==> src/design/mp2d_pkg.sv <==
package mp2d_pkg;

	localparam int DEF_MAX_PLANE_WIDTH = 1024;
	localparam int DEF_MAX_WINDOW      = 8;
	localparam int DEF_SAMPLE_BITS     = 16;

	localparam int PLANE_CFG_BITS = 11;
	localparam int WIN_CFG_BITS   = 4;
	localparam int CFG_DATA_BITS  = 11;
	localparam int CFG_INDEX_BITS = 3;

	typedef enum logic [CFG_INDEX_BITS-1:0] {
		REG_PLANE_WIDTH   = 3'd0,
		REG_PLANE_HEIGHT  = 3'd1,
		REG_WINDOW_WIDTH  = 3'd2,
		REG_WINDOW_HEIGHT = 3'd3,
		REG_STRIDE_X      = 3'd4,
		REG_STRIDE_Y      = 3'd5
	} reg_index_t;

	typedef struct packed {
		logic [PLANE_CFG_BITS-1:0] plane_width;
		logic [PLANE_CFG_BITS-1:0] plane_height;
		logic [WIN_CFG_BITS-1:0]   window_width;
		logic [WIN_CFG_BITS-1:0]   window_height;
		logic [WIN_CFG_BITS-1:0]   stride_x;
		logic [WIN_CFG_BITS-1:0]   stride_y;
	} cfg_regs_t;

	localparam cfg_regs_t CFG_RESET = '{
		plane_width:   11'd64,
		plane_height:  11'd64,
		window_width:  4'd2,
		window_height: 4'd2,
		stride_x:      4'd2,
		stride_y:      4'd2
	};

endpackage

==> src/design/mp2d_cfg_regs.sv <==
module mp2d_cfg_regs (
	input  logic                                clk,
	input  logic                                arst_n,
	input  logic                                we,
	input  logic [mp2d_pkg::CFG_INDEX_BITS-1:0] index,
	input  logic [mp2d_pkg::CFG_DATA_BITS-1:0]  data,
	output mp2d_pkg::cfg_regs_t                 regs,
	output logic                                restart
);
	import mp2d_pkg::*;

	cfg_regs_t regs_q;
	logic      known;

	always_comb begin
		unique case (reg_index_t'(index))
			REG_PLANE_WIDTH, REG_PLANE_HEIGHT, REG_WINDOW_WIDTH,
			REG_WINDOW_HEIGHT, REG_STRIDE_X, REG_STRIDE_Y: known = 1'b1;
			default: known = 1'b0;
		endcase
	end

	always_ff @(posedge clk or negedge arst_n) begin
		if (!arst_n) begin
			regs_q <= CFG_RESET;
		end else if (we) begin
			unique case (reg_index_t'(index))
				REG_PLANE_WIDTH:   regs_q.plane_width   <= data[PLANE_CFG_BITS-1:0];
				REG_PLANE_HEIGHT:  regs_q.plane_height  <= data[PLANE_CFG_BITS-1:0];
				REG_WINDOW_WIDTH:  regs_q.window_width  <= data[WIN_CFG_BITS-1:0];
				REG_WINDOW_HEIGHT: regs_q.window_height <= data[WIN_CFG_BITS-1:0];
				REG_STRIDE_X:      regs_q.stride_x      <= data[WIN_CFG_BITS-1:0];
				REG_STRIDE_Y:      regs_q.stride_y      <= data[WIN_CFG_BITS-1:0];
				default: ;
			endcase
		end
	end

	assign regs    = regs_q;
	// any known register write starts a new plane
	assign restart = we && known;
endmodule

==> config.mk <==
export PLATFORM = sky130hd
export DESIGN_NAME = mp2d_cfg_regs
export DESIGN_NICKNAME = d
export VERILOG_FILES = /design/src/design/mp2d_pkg.sv /design/src/design/mp2d_cfg_regs.sv
export SDC_FILE = /design/constraint.sdc
export NUM_CORES = 1
export LEC_CHECK = 0
export BUFFER_PORTS_ARGS = -buffer_cell sky130_fd_sc_hd__buf_4
export CAP_MARGIN = 20
export CELL_PAD_IN_SITES_DETAIL_PLACEMENT = 2
export CELL_PAD_IN_SITES_GLOBAL_PLACEMENT = 2
export CORE_ASPECT_RATIO = 1.5
export CORE_MARGIN = 5
export CORE_UTILIZATION = 29
export CTS_BUF_LIST = sky130_fd_sc_hd__clkbuf_16
export DETAILED_ROUTE_END_ITERATION = 16
export PLACE_DENSITY_LB_ADDON = 0.08
export RECOVER_POWER = 50
export SLEW_MARGIN = 25
export SYNTH_ARGS = -nofsm -noshare
export SYNTH_HDL_FRONTEND = slang
export SYNTH_SLANG_ARGS = --single-unit
==> constraint.sdc <==
create_clock -name clk -period 0.8 [get_ports clk]
set_clock_uncertainty 0.05 [all_clocks]
set_input_delay 0 -clock clk [delete_from_list [all_inputs] [get_ports clk]]
set_output_delay 0 -clock clk [all_outputs]
set_load 0.01 [all_outputs]
==> results of run 1 <==
==> per-stage QoR <==
| stage | cell area, um^2 | setup WS, ns | hold WS, ns |
|---|---|---|---|
| 4_1_cts | 2670 | -0.176 | -0.0920 |
| 6_report | 2750 | -0.171 | -0.0798 |
| 3_5_place_dp | 2230 | -0.382 | -0.0478 |
| 2_1_floorplan | 1590 | -0.161 | -0.346 |
| 3_3_place_gp | 2230 | -0.353 | -0.0607 |
| 5_1_grt | 2750 | -0.216 | -0.0819 |
==> repair_timing <==
action                                 CTS  global route
gates cloned                             0             1
setup endpoints to repair               70            75
pin swaps                                2             0
endpoints found under the hold margin   72            38
setup buffers                            9             1
hold buffers                             2             1
gates resized for setup                 58            13
==> logic make-up (layout without fill, tap and decap cells) <==
group	Yosys count	in the layout	share of synthesized area (%)
compound gates	1	1	0.494
buf+inv	2	96	1.23
flops	38	38	63.0
mux	38	38	30.6
simple gates	6	6	4.61
==> per-layer routing <==
metal,vias to the layer above,GRT usage [%],part of all wire [%]
li1,492,-,-
met1,568,13.5,35
met2,31,27.1,61
met3,2,4.08,4.2
met4,0,3.61,0.41
met5,-,0,0
==> worst register-to-register path: cells and delay by family, from the launching register on <==
| kind | cells | cell delay, ns |
|---|---|---|
| DFF | 1 | 0.41 |
| muxes | 1 | 0.26 |
| buffers and inverters | 1 | 0.13 |
==> area by class of cell <==
class / count / area [um^2]
clock buffer: 5 / 125
clock inverter: 3 / 16.3
fill: 513 / 2380
multi-input combinational: 45 / 634
sequential: 38 / 958
tap: 68 / 85.1
timing repair buffer: 88 / 928
==> Yosys cell counts <==
library cell	count	area share [%]
a21boi_0	1	0.49
and4bb_1	1	0.82
and4bb_2	2	1.6
buf_4	1	0.49
buf_6	1	0.74
dfrtp_1	32	53
dfstp_2	6	10
mux2_1	7	5.2
mux2_2	21	16
mux2_4	10	9.9
nand4b_1	2	1.2
nor4b_2	1	0.99
==> power by group through the flow <==
stage / sequential (uW) / clock, uW / combinational (uW)
floorplan: 2850 / 0 / 575
global placement: 2650 / 0 / 1880
detailed placement: 2680 / 0 / 1940
CTS: 2740 / 1940 / 2490
global route: 2820 / 2030 / 2700
finish: 2760 / 1860 / 2550
==> path summary, 6_finish.rpt <==
path | startpoint | end | slack [ns]
worst max-delay path | regs[33]$_DFFE_PN1P_ | regs[33] | -0.17
worst min-delay path | data[7] | regs[34]$_DFFE_PN0P_ | -0.08
worst max register to register | regs[16]$_DFFE_PN0P_ | regs[16]$_DFFE_PN0P_ | -0.16
worst min register to register | regs[23]$_DFFE_PN0P_ | regs[23]$_DFFE_PN0P_ | 0.48
max in group asynchronous | arst_n | regs[5]$_DFFE_PN1P_ | 0.09
min in group asynchronous | arst_n | regs[31]$_DFFE_PN0P_ | 0.22
==> run_results.csv, run 1 <==
group,metric,value,unit
clock_network,cts.sinks,38,
finish,final_common_cell,"buf_6",
critical_path,cp_slowest_cell,"dfstp_2",
sta,fmax,1.03,GHz
finish,layout.cells.non_filler,247,
drt,antenna_left,0,
sta,rsz0062_at_grt,"true",
grt,grt_pass1_wl,7280,um
critical_path,crit_fanout,2,
grt,grt_usage,13.7,%
die,start_util,29.7,%
power,p_int,5320,uW
grt,grt_pass1_vias,1350,
clock_network,cts_tree,"done",
hold_path,hold_depth,2,
power,p_per_area,2610,mW/mm^2
outcome,violations,"hold timing, setup timing",
drt,drt-pass1-iter-count,4,
hold_path,hold_path_class,"in -> reg",
power,switchingPower,1850,uW
critical_path,cp_data_arrival_time,0.92,ns
finish,nets,195,
drt,drt_iter0_drc,19,
die,die_y,98.7,um
die,coreArea,0.00512,mm^2
clock_network,ctsRootBufferMaster,"clkbuf_16",
finish,final_cell_mix,"buf_6 (59), dfrtp_1 (32), mux2_4 (31), buf_4 (21), mux2_2 (7)",
critical_path,crit_type,"reg -> out",
critical_path,cp_data_required_time,0.75,ns
sta,worst_pin_slew,0.527,ns
clock_network,clockBufferDepth,2,
critical_path,crit_family,"flip-flops",
power,combinationalPowerShare,35.6,%
critical_path,crit_cells,1,
critical_path,cpPeakStageDelay,0.55,ns
finish,area_delta_synth_final,80.7,%
placed_design,detailed_place_hpwl,3060,um
die,die_w,69.1,um
critical_path,crit_chain,"buf_6",
sta,finalHoldViolations,36,
logic_synthesis,yosys_warnings,0,
drt,routed-via-count,1093,
die,die_area,0.00682,mm^2
placed_design,io_buffers,55,
drt,wl,4660,um
critical_path,cp-start-kind,"register",
power,switching_share,25.8,%
sta,hold_ws,-0.0798,ns
die,io_pins,56,
logic_synthesis,ys_seq_area_share,63.0,%
logic_synthesis,post_synth_num_cell_types,12,
logic_synthesis,postSynthCellCount,85,
drt,avgRoutedWirePerCell,18.9,um
clock_network,cts.reportedPaths.clkPinSlew,0.06,ns
grt,antenna_found_initial,0,
sta,relSlewSlack,64.9,%
outcome,status,"complete, but fails checks",
logic_synthesis,syn_avg_cell_area,17.9,um^2
drt,drc,0,
finish,final_util,53.6,%
critical_path,crit_path_end_kind,"output pin",
power,p_clk_share,26.0,%
power,cellLeakagePower,0.00131,uW
grt,grt_max_degree,39,
clock_network,ctsHtreeMaxLevel,2,
sta,setup_tns,-5.73,ns
sta,finalCriticalPeriod,0.971,ns
sta,fin_ws,-0.171,ns
sta,setup_violations,71,
grt,grt.overflow.total,0,
power,p_seq_share,38.5,%
critical_path,crit_buf_inv,1,
clock_network,cts_inserted_buffers,5,
die,rows,32,
critical_path,reg2regPathDepth,2,
finish,drive_above_1_share,78.2,%
power,ir_worst_vdd,1700,uV
power,power,7180,uW
logic_synthesis,syn_area,0.00152,mm^2
logic_synthesis,ys_ff_latch,38,
finish,diodes,0,
finish,largest_reg_flops,38,
placed_design,dp_cells,226,
drt,via_per_inst,4.43,
sta,fin_crit_sh,121,%
logic_synthesis,syn_nets,102,
flow_run,max_cap_violations,0,
clock_network,insertion_delay,0.27,ns
placed_design,gp_congestion,0.672,
sta,slew_viol_final,0,
(Power assumes the default switching activity.)
==> inputs of run 2 (changes only) <==
PLACE_DENSITY_LB_ADDON = 0.1   (was 0.08)
SETUP_SLACK_MARGIN = 0.4   (was default)
==> run_results.csv, run 2 (synthesized netlist as in run 1, its figures left out) <==
group,metric,value,unit
outcome,status,"complete, but fails checks",
outcome,violations,"hold timing, setup timing",
power,ir_worst_vdd,1370,uV
critical_path,cp-start-kind,"register",
drt,drc,0,
finish,nets,196,
clock_network,ctsRootBufferMaster,"clkbuf_16",
finish,area_delta_synth_final,83.9,%
sta,finalHoldViolations,70,
sta,fin_crit_sh,126,%
finish,multi_input_area,631,um^2
grt,grt.overflow.total,0,
finish,register_area,958,um^2
clock_network,cts.reportedPaths.clkPinSlew,0.06,ns
drt,wl,4800,um
flow_run,max_cap_violations,0,
drt,via_per_inst,4.42,
placed_design,detailed_place_hpwl,3010,um
placed_design,dpl_worst_slack,-0.369,ns
sta,worst_pin_slew,0.956,ns
hold_path,hold_path_class,"in -> async",
power,p_per_area,2630,mW/mm^2
finish,final_area,0.00280,mm^2
sta,setup_violations,73,
critical_path,crit_path_end_kind,"output pin",
finish,final_common_cell,"buf_6",
sta,relSlewSlack,36.2,%
critical_path,cp_data_arrival_time,0.96,ns
drt,routed-via-count,1097,
placed_design,io_buffers,55,
sta,hold_ws,-0.188,ns
finish,diodes,0,
grt,grt_use_met3,4.39,%
die,die_w,69.1,um
drt,drt_iter0_drc,10,
clock_network,insertion_delay,0.27,ns
grt,antenna_found_initial,0,
critical_path,crit_fanout,2,
grt,grt_usage,13.5,%
clock_network,cts_tree,"done",
critical_path,cp_slowest_cell,"dfstp_2",
grt,grt_max_degree,39,
die,die_area,0.00682,mm^2
sta,slew_viol_final,0,
drt,antenna_left,0,
critical_path,crit_chain,"buf_6",
die,start_util,29.7,%
placed_design,gp_congestion,0.701,
critical_path,cpPeakStageDelay,0.56,ns
drt,drt-pass1-iter-count,4,
die,rows,32,
grt,use_met1,13.3,%
sta,rsz0062_at_grt,"true",
finish,final_cell_mix,"buf_6 (65), dfrtp_1 (32), mux2_4 (30), buf_4 (17), mux2_2 (8)",
critical_path,cp_data_required_time,0.75,ns
clock_network,clockBufferDepth,2,
finish,drive_above_1_share,80.0,%
clock_network,cts.sinks,38,
clock_network,cts_inserted_buffers,5,
sta,finalCriticalPeriod,1.01,ns
placed_design,placed_area,0.00224,mm^2
critical_path,crit_family,"flip-flops",
grt,use_met2,25.5,%
power,power,7360,uW
sta,fin_ws,-0.209,ns
drt,avgRoutedWirePerCell,19.3,um
finish,final_util,54.5,%
sta,fmax,0.991,GHz
clock_network,ctsHtreeMaxLevel,2,
finish,fillCellCount,500,
finish,largest_reg_flops,38,
power,cellLeakagePower,0.00133,uW
die,coreArea,0.00512,mm^2
grt,grt_pass1_wl,7040,um
critical_path,crit_type,"reg -> out",
die,io_pins,56,
grt,grt-busiest-layer,"met2",
die,die_y,98.7,um
critical_path,crit_buf_inv,1,
grt,grt_pass1_vias,1315,
run 2: changes by cell type in the layout (fill, tap and decap cells not counted), moves of 2 or more:
| cell | previous run | this run |
|---|---|---|
| buf_12 | 1 | 3 |
| buf_4 | 21 | 17 |
| buf_6 | 59 | 65 |
| dlygate4sd3_1 | 2 | 0 |
run 2: area by class of cell:
class                           count  share of cell area (%)
Sequential cell                    38                    34.3
Timing Repair Buffer               89                    35.0
Multi-Input combinational cell     45                    22.6
Tap cell                           68                    3.04
Clock inverter                      3                   0.582
Clock buffer                        5                    4.48
run 2: metrics by stage:
step                      setup TNS, ns  hold WS, ns  cells
final                             -6.53       -0.188    248
after detailed placement         -10.43      -0.0451    225
after global placement           -10.02      -0.0596    225
after floorplan                   -3.47       -0.346     85
after CTS                         -6.07       -0.350    240
after global routing              -8.33       -0.111    248
run 2: report_power, final:
part	total, uW	internal [uW]	switching (uW)
clock network	1930	1140	795
registers	2760	2400	356
logic	2670	1870	803
total	7360	5410	1950
run 2: worst paths after layout:
check | start | endpoint | slack (ns) | cells past startpoint
setup / recovery | regs[13]$_DFFE_PN1P_ | regs[13] | -0.21 | 1
hold / removal | arst_n | regs[23]$_DFFE_PN0P_ | -0.19 | 1
setup reg to reg | regs[13]$_DFFE_PN1P_ | regs[13]$_DFFE_PN1P_ | -0.18 | 3
hold reg to reg | regs[6]$_DFFE_PN0P_ | regs[6]$_DFFE_PN0P_ | 0.48 | 1
max in group asynchronous | arst_n | regs[4]$_DFFE_PN0P_ | 0.29 | 1
min in group clk | data[9] | regs[25]$_DFFE_PN0P_ | -0.09 | 2
run 2: timing repair:
action	4_1_cts	5_1_grt
cloned	0	1
setup buffers	7	7
setup endpoints to repair	77	77
pin swaps	2	2
resized for setup	64	12
endpoints found under the hold margin	76	70
run 2: routing by layer:
| layer | part of all wire (%) | up-vias | wire length (um) |
|---|---|---|---|
| met5 | 0 | - | 0 |
| met4 | 1.3 | 0 | 63 |
| met3 | 4.2 | 4 | 200 |
| met2 | 58 | 31 | 2780 |
| met1 | 37 | 566 | 1760 |
| li1 | - | 496 | - |
==> inputs of run 3 (changes only) <==
CORE_MARGIN = default   (was 5)
CORE_UTILIZATION = 30   (was 29)
CTS_BUF_LIST = sky130_fd_sc_hd__clkbuf_8   (was sky130_fd_sc_hd__clkbuf_16)
==> run_results.csv, run 3 (synthesized netlist as in run 1, its figures left out) <==
group,metric,value,unit
finish,drive_above_1_share,79.1,%
critical_path,crit_type,"reg -> reg",
sta,finalHoldViolations,70,
grt,antenna_found_initial,0,
finish,final_util,54.8,%
power,p_per_area,2550,mW/mm^2
die,io_pins,56,
die,rows,31,
flow_run,max_cap_violations,0,
drt,via_per_inst,4.52,
clock_network,insertion_delay,0.27,ns
sta,rsz0062_at_grt,"true",
drt,wl_met2,2470,um
critical_path,cp_data_required_time,0.96,ns
sta,hold_ws,-0.184,ns
critical_path,crit_path_end_kind,"register",
drt,drt_iter0_drc,37,
critical_path,cp-start-kind,"register",
grt,grt_usage,17.0,%
die,die_y,89.2,um
drt,routed-via-count,1076,
clock_network,cts_inserted_buffers,5,
drt,wl_met1,1680,um
sta,slew_viol_final,0,
grt,grt_max_degree,39,
placed_design,dp_cells,219,
sta,relSlewSlack,35.4,%
outcome,status,"complete, but fails checks",
sta,finalCriticalPeriod,0.998,ns
placed_design,gp_congestion,0.646,
clock_network,ctsRootBufferMaster,"clkbuf_8",
outcome,violations,"hold timing, setup timing",
critical_path,cp_data_arrival_time,1.15,ns
grt,grt_pass1_wl,6530,um
power,ir_worst_vdd,1210,uV
sta,worst_pin_slew,0.969,ns
sta,fin_ws,-0.198,ns
finish,nets,188,
drt,wl,4390,um
clock_network,clockBufferDepth,2,
drt,wl_met3,182,um
finish,final_common_cell,"buf_6",
drt,avgRoutedWirePerCell,18.4,um
clock_network,cts_tree,"done",
finish,area_delta_synth_final,74.8,%
grt,grt_pass1_vias,1192,
drt,antenna_left,0,
power,cellLeakagePower,0.00127,uW
clock_network,cts.sinks,38,
hold_path,hold_path_class,"in -> async",
placed_design,detailed_place_hpwl,2670,um
clock_network,cts.reportedPaths.clkPinSlew,0.07,ns
die,start_util,31.4,%
critical_path,crit_fanout,2,
finish,final_cell_mix,"buf_6 (52), dfrtp_1 (32), mux2_4 (31), buf_4 (22), mux2_2 (7)",
grt,grt.overflow.total,0,
placed_design,dpl_worst_slack,-0.388,ns
die,die_w,60.1,um
finish,diodes,0,
finish,fillCellCount,449,
finish,largest_reg_flops,38,
finish,layout.cells.non_filler,238,
drt,drt-pass1-iter-count,4,
die,coreArea,0.00485,mm^2
drt,drc,0,
clock_network,ctsHtreeMaxLevel,2,
drt,top_layer_used,"met4",
sta,setup_violations,72,
die,die_area,0.00536,mm^2
sta,fmax,1.00,GHz
power,power,6770,uW
placed_design,io_buffers,55,
sta,fin_crit_sh,125,%
## run 3: cell types whose count changed in the layout (fill, tap and decap cells not counted), sizes merged
cell	before	now
buf	87	79
bufinv	0	1
clkbuf	7	8
clkinv	2	0
clkinvlp	1	0
inv	0	1
## run 3: critical path, cell delays in order, from the launching register on
cell	delay, ns
dfstp_2	0.38
buf_4	0.13
buf_6	0.10
mux2_4	0.26
## run 3: power breakdown
group          total, uW  internal (uW)  leakage [uW]  switching (uW)
logic               2380           1650      0.000761             731
registers           2740           2400      0.000447             344
clock network       1640           1000     0.0000626             636
## run 3: path summary, 6_finish.rpt
| kind | startpoint | end | slack [ns] | depth (start not counted) |
|---|---|---|---|---|
| setup / recovery | regs[13]$_DFFE_PN1P_ | regs[13]$_DFFE_PN1P_ | -0.20 | 3 |
| hold reg to reg | regs[2]$_DFFE_PN0P_ | regs[2]$_DFFE_PN0P_ | 0.49 | 1 |
| min in group clk | data[10] | regs[26]$_DFFE_PN0P_ | -0.09 | 2 |
| setup reg to reg | regs[13]$_DFFE_PN1P_ | regs[13]$_DFFE_PN1P_ | -0.20 | 3 |
| hold / removal | arst_n | regs[35]$_DFFE_PN0P_ | -0.18 | 1 |
| max in group asynchronous | arst_n | regs[8]$_DFFE_PN0P_ | 0.28 | 1 |
## run 3: timing repair
| item | 4_1_cts | 5_1_grt |
|---|---|---|
| cloned | 0 | 1 |
| pin swaps | 2 | 2 |
| buffers inserted | 7 | 3 |
| gates resized for setup | 53 | 10 |
| hold endpoints to repair | 76 | 70 |
| endpoints found under the setup margin | 77 | 77 |
## run 3: area by class of cell
class / instances / area (um^2) / area share (%)
Tap cell: 66 / 82.6 / 3.11
Multi-Input combinational cell: 45 / 634 / 23.9
Sequential cell: 38 / 958 / 36.1
Clock buffer: 6 / 82.6 / 3.11
Clock inverter: 2 / 33.8 / 1.27
Timing Repair Buffer: 81 / 866 / 32.6
## run 3: metrics by stage
step	cell area, um^2	TNS [ns]
global placement	2210	-10.83
global route	2660	-7.51
CTS	2570	-5.37
finish	2660	-5.56
detailed placement	2210	-11.69
floorplan	1600	-3.47
## run 3: per-layer routing
metal  track usage [%]  vias up
met3              4.49        4
met5                 0        -
met2              30.5       36
met4              3.81        0
met1              19.7      559
li1                  -      477
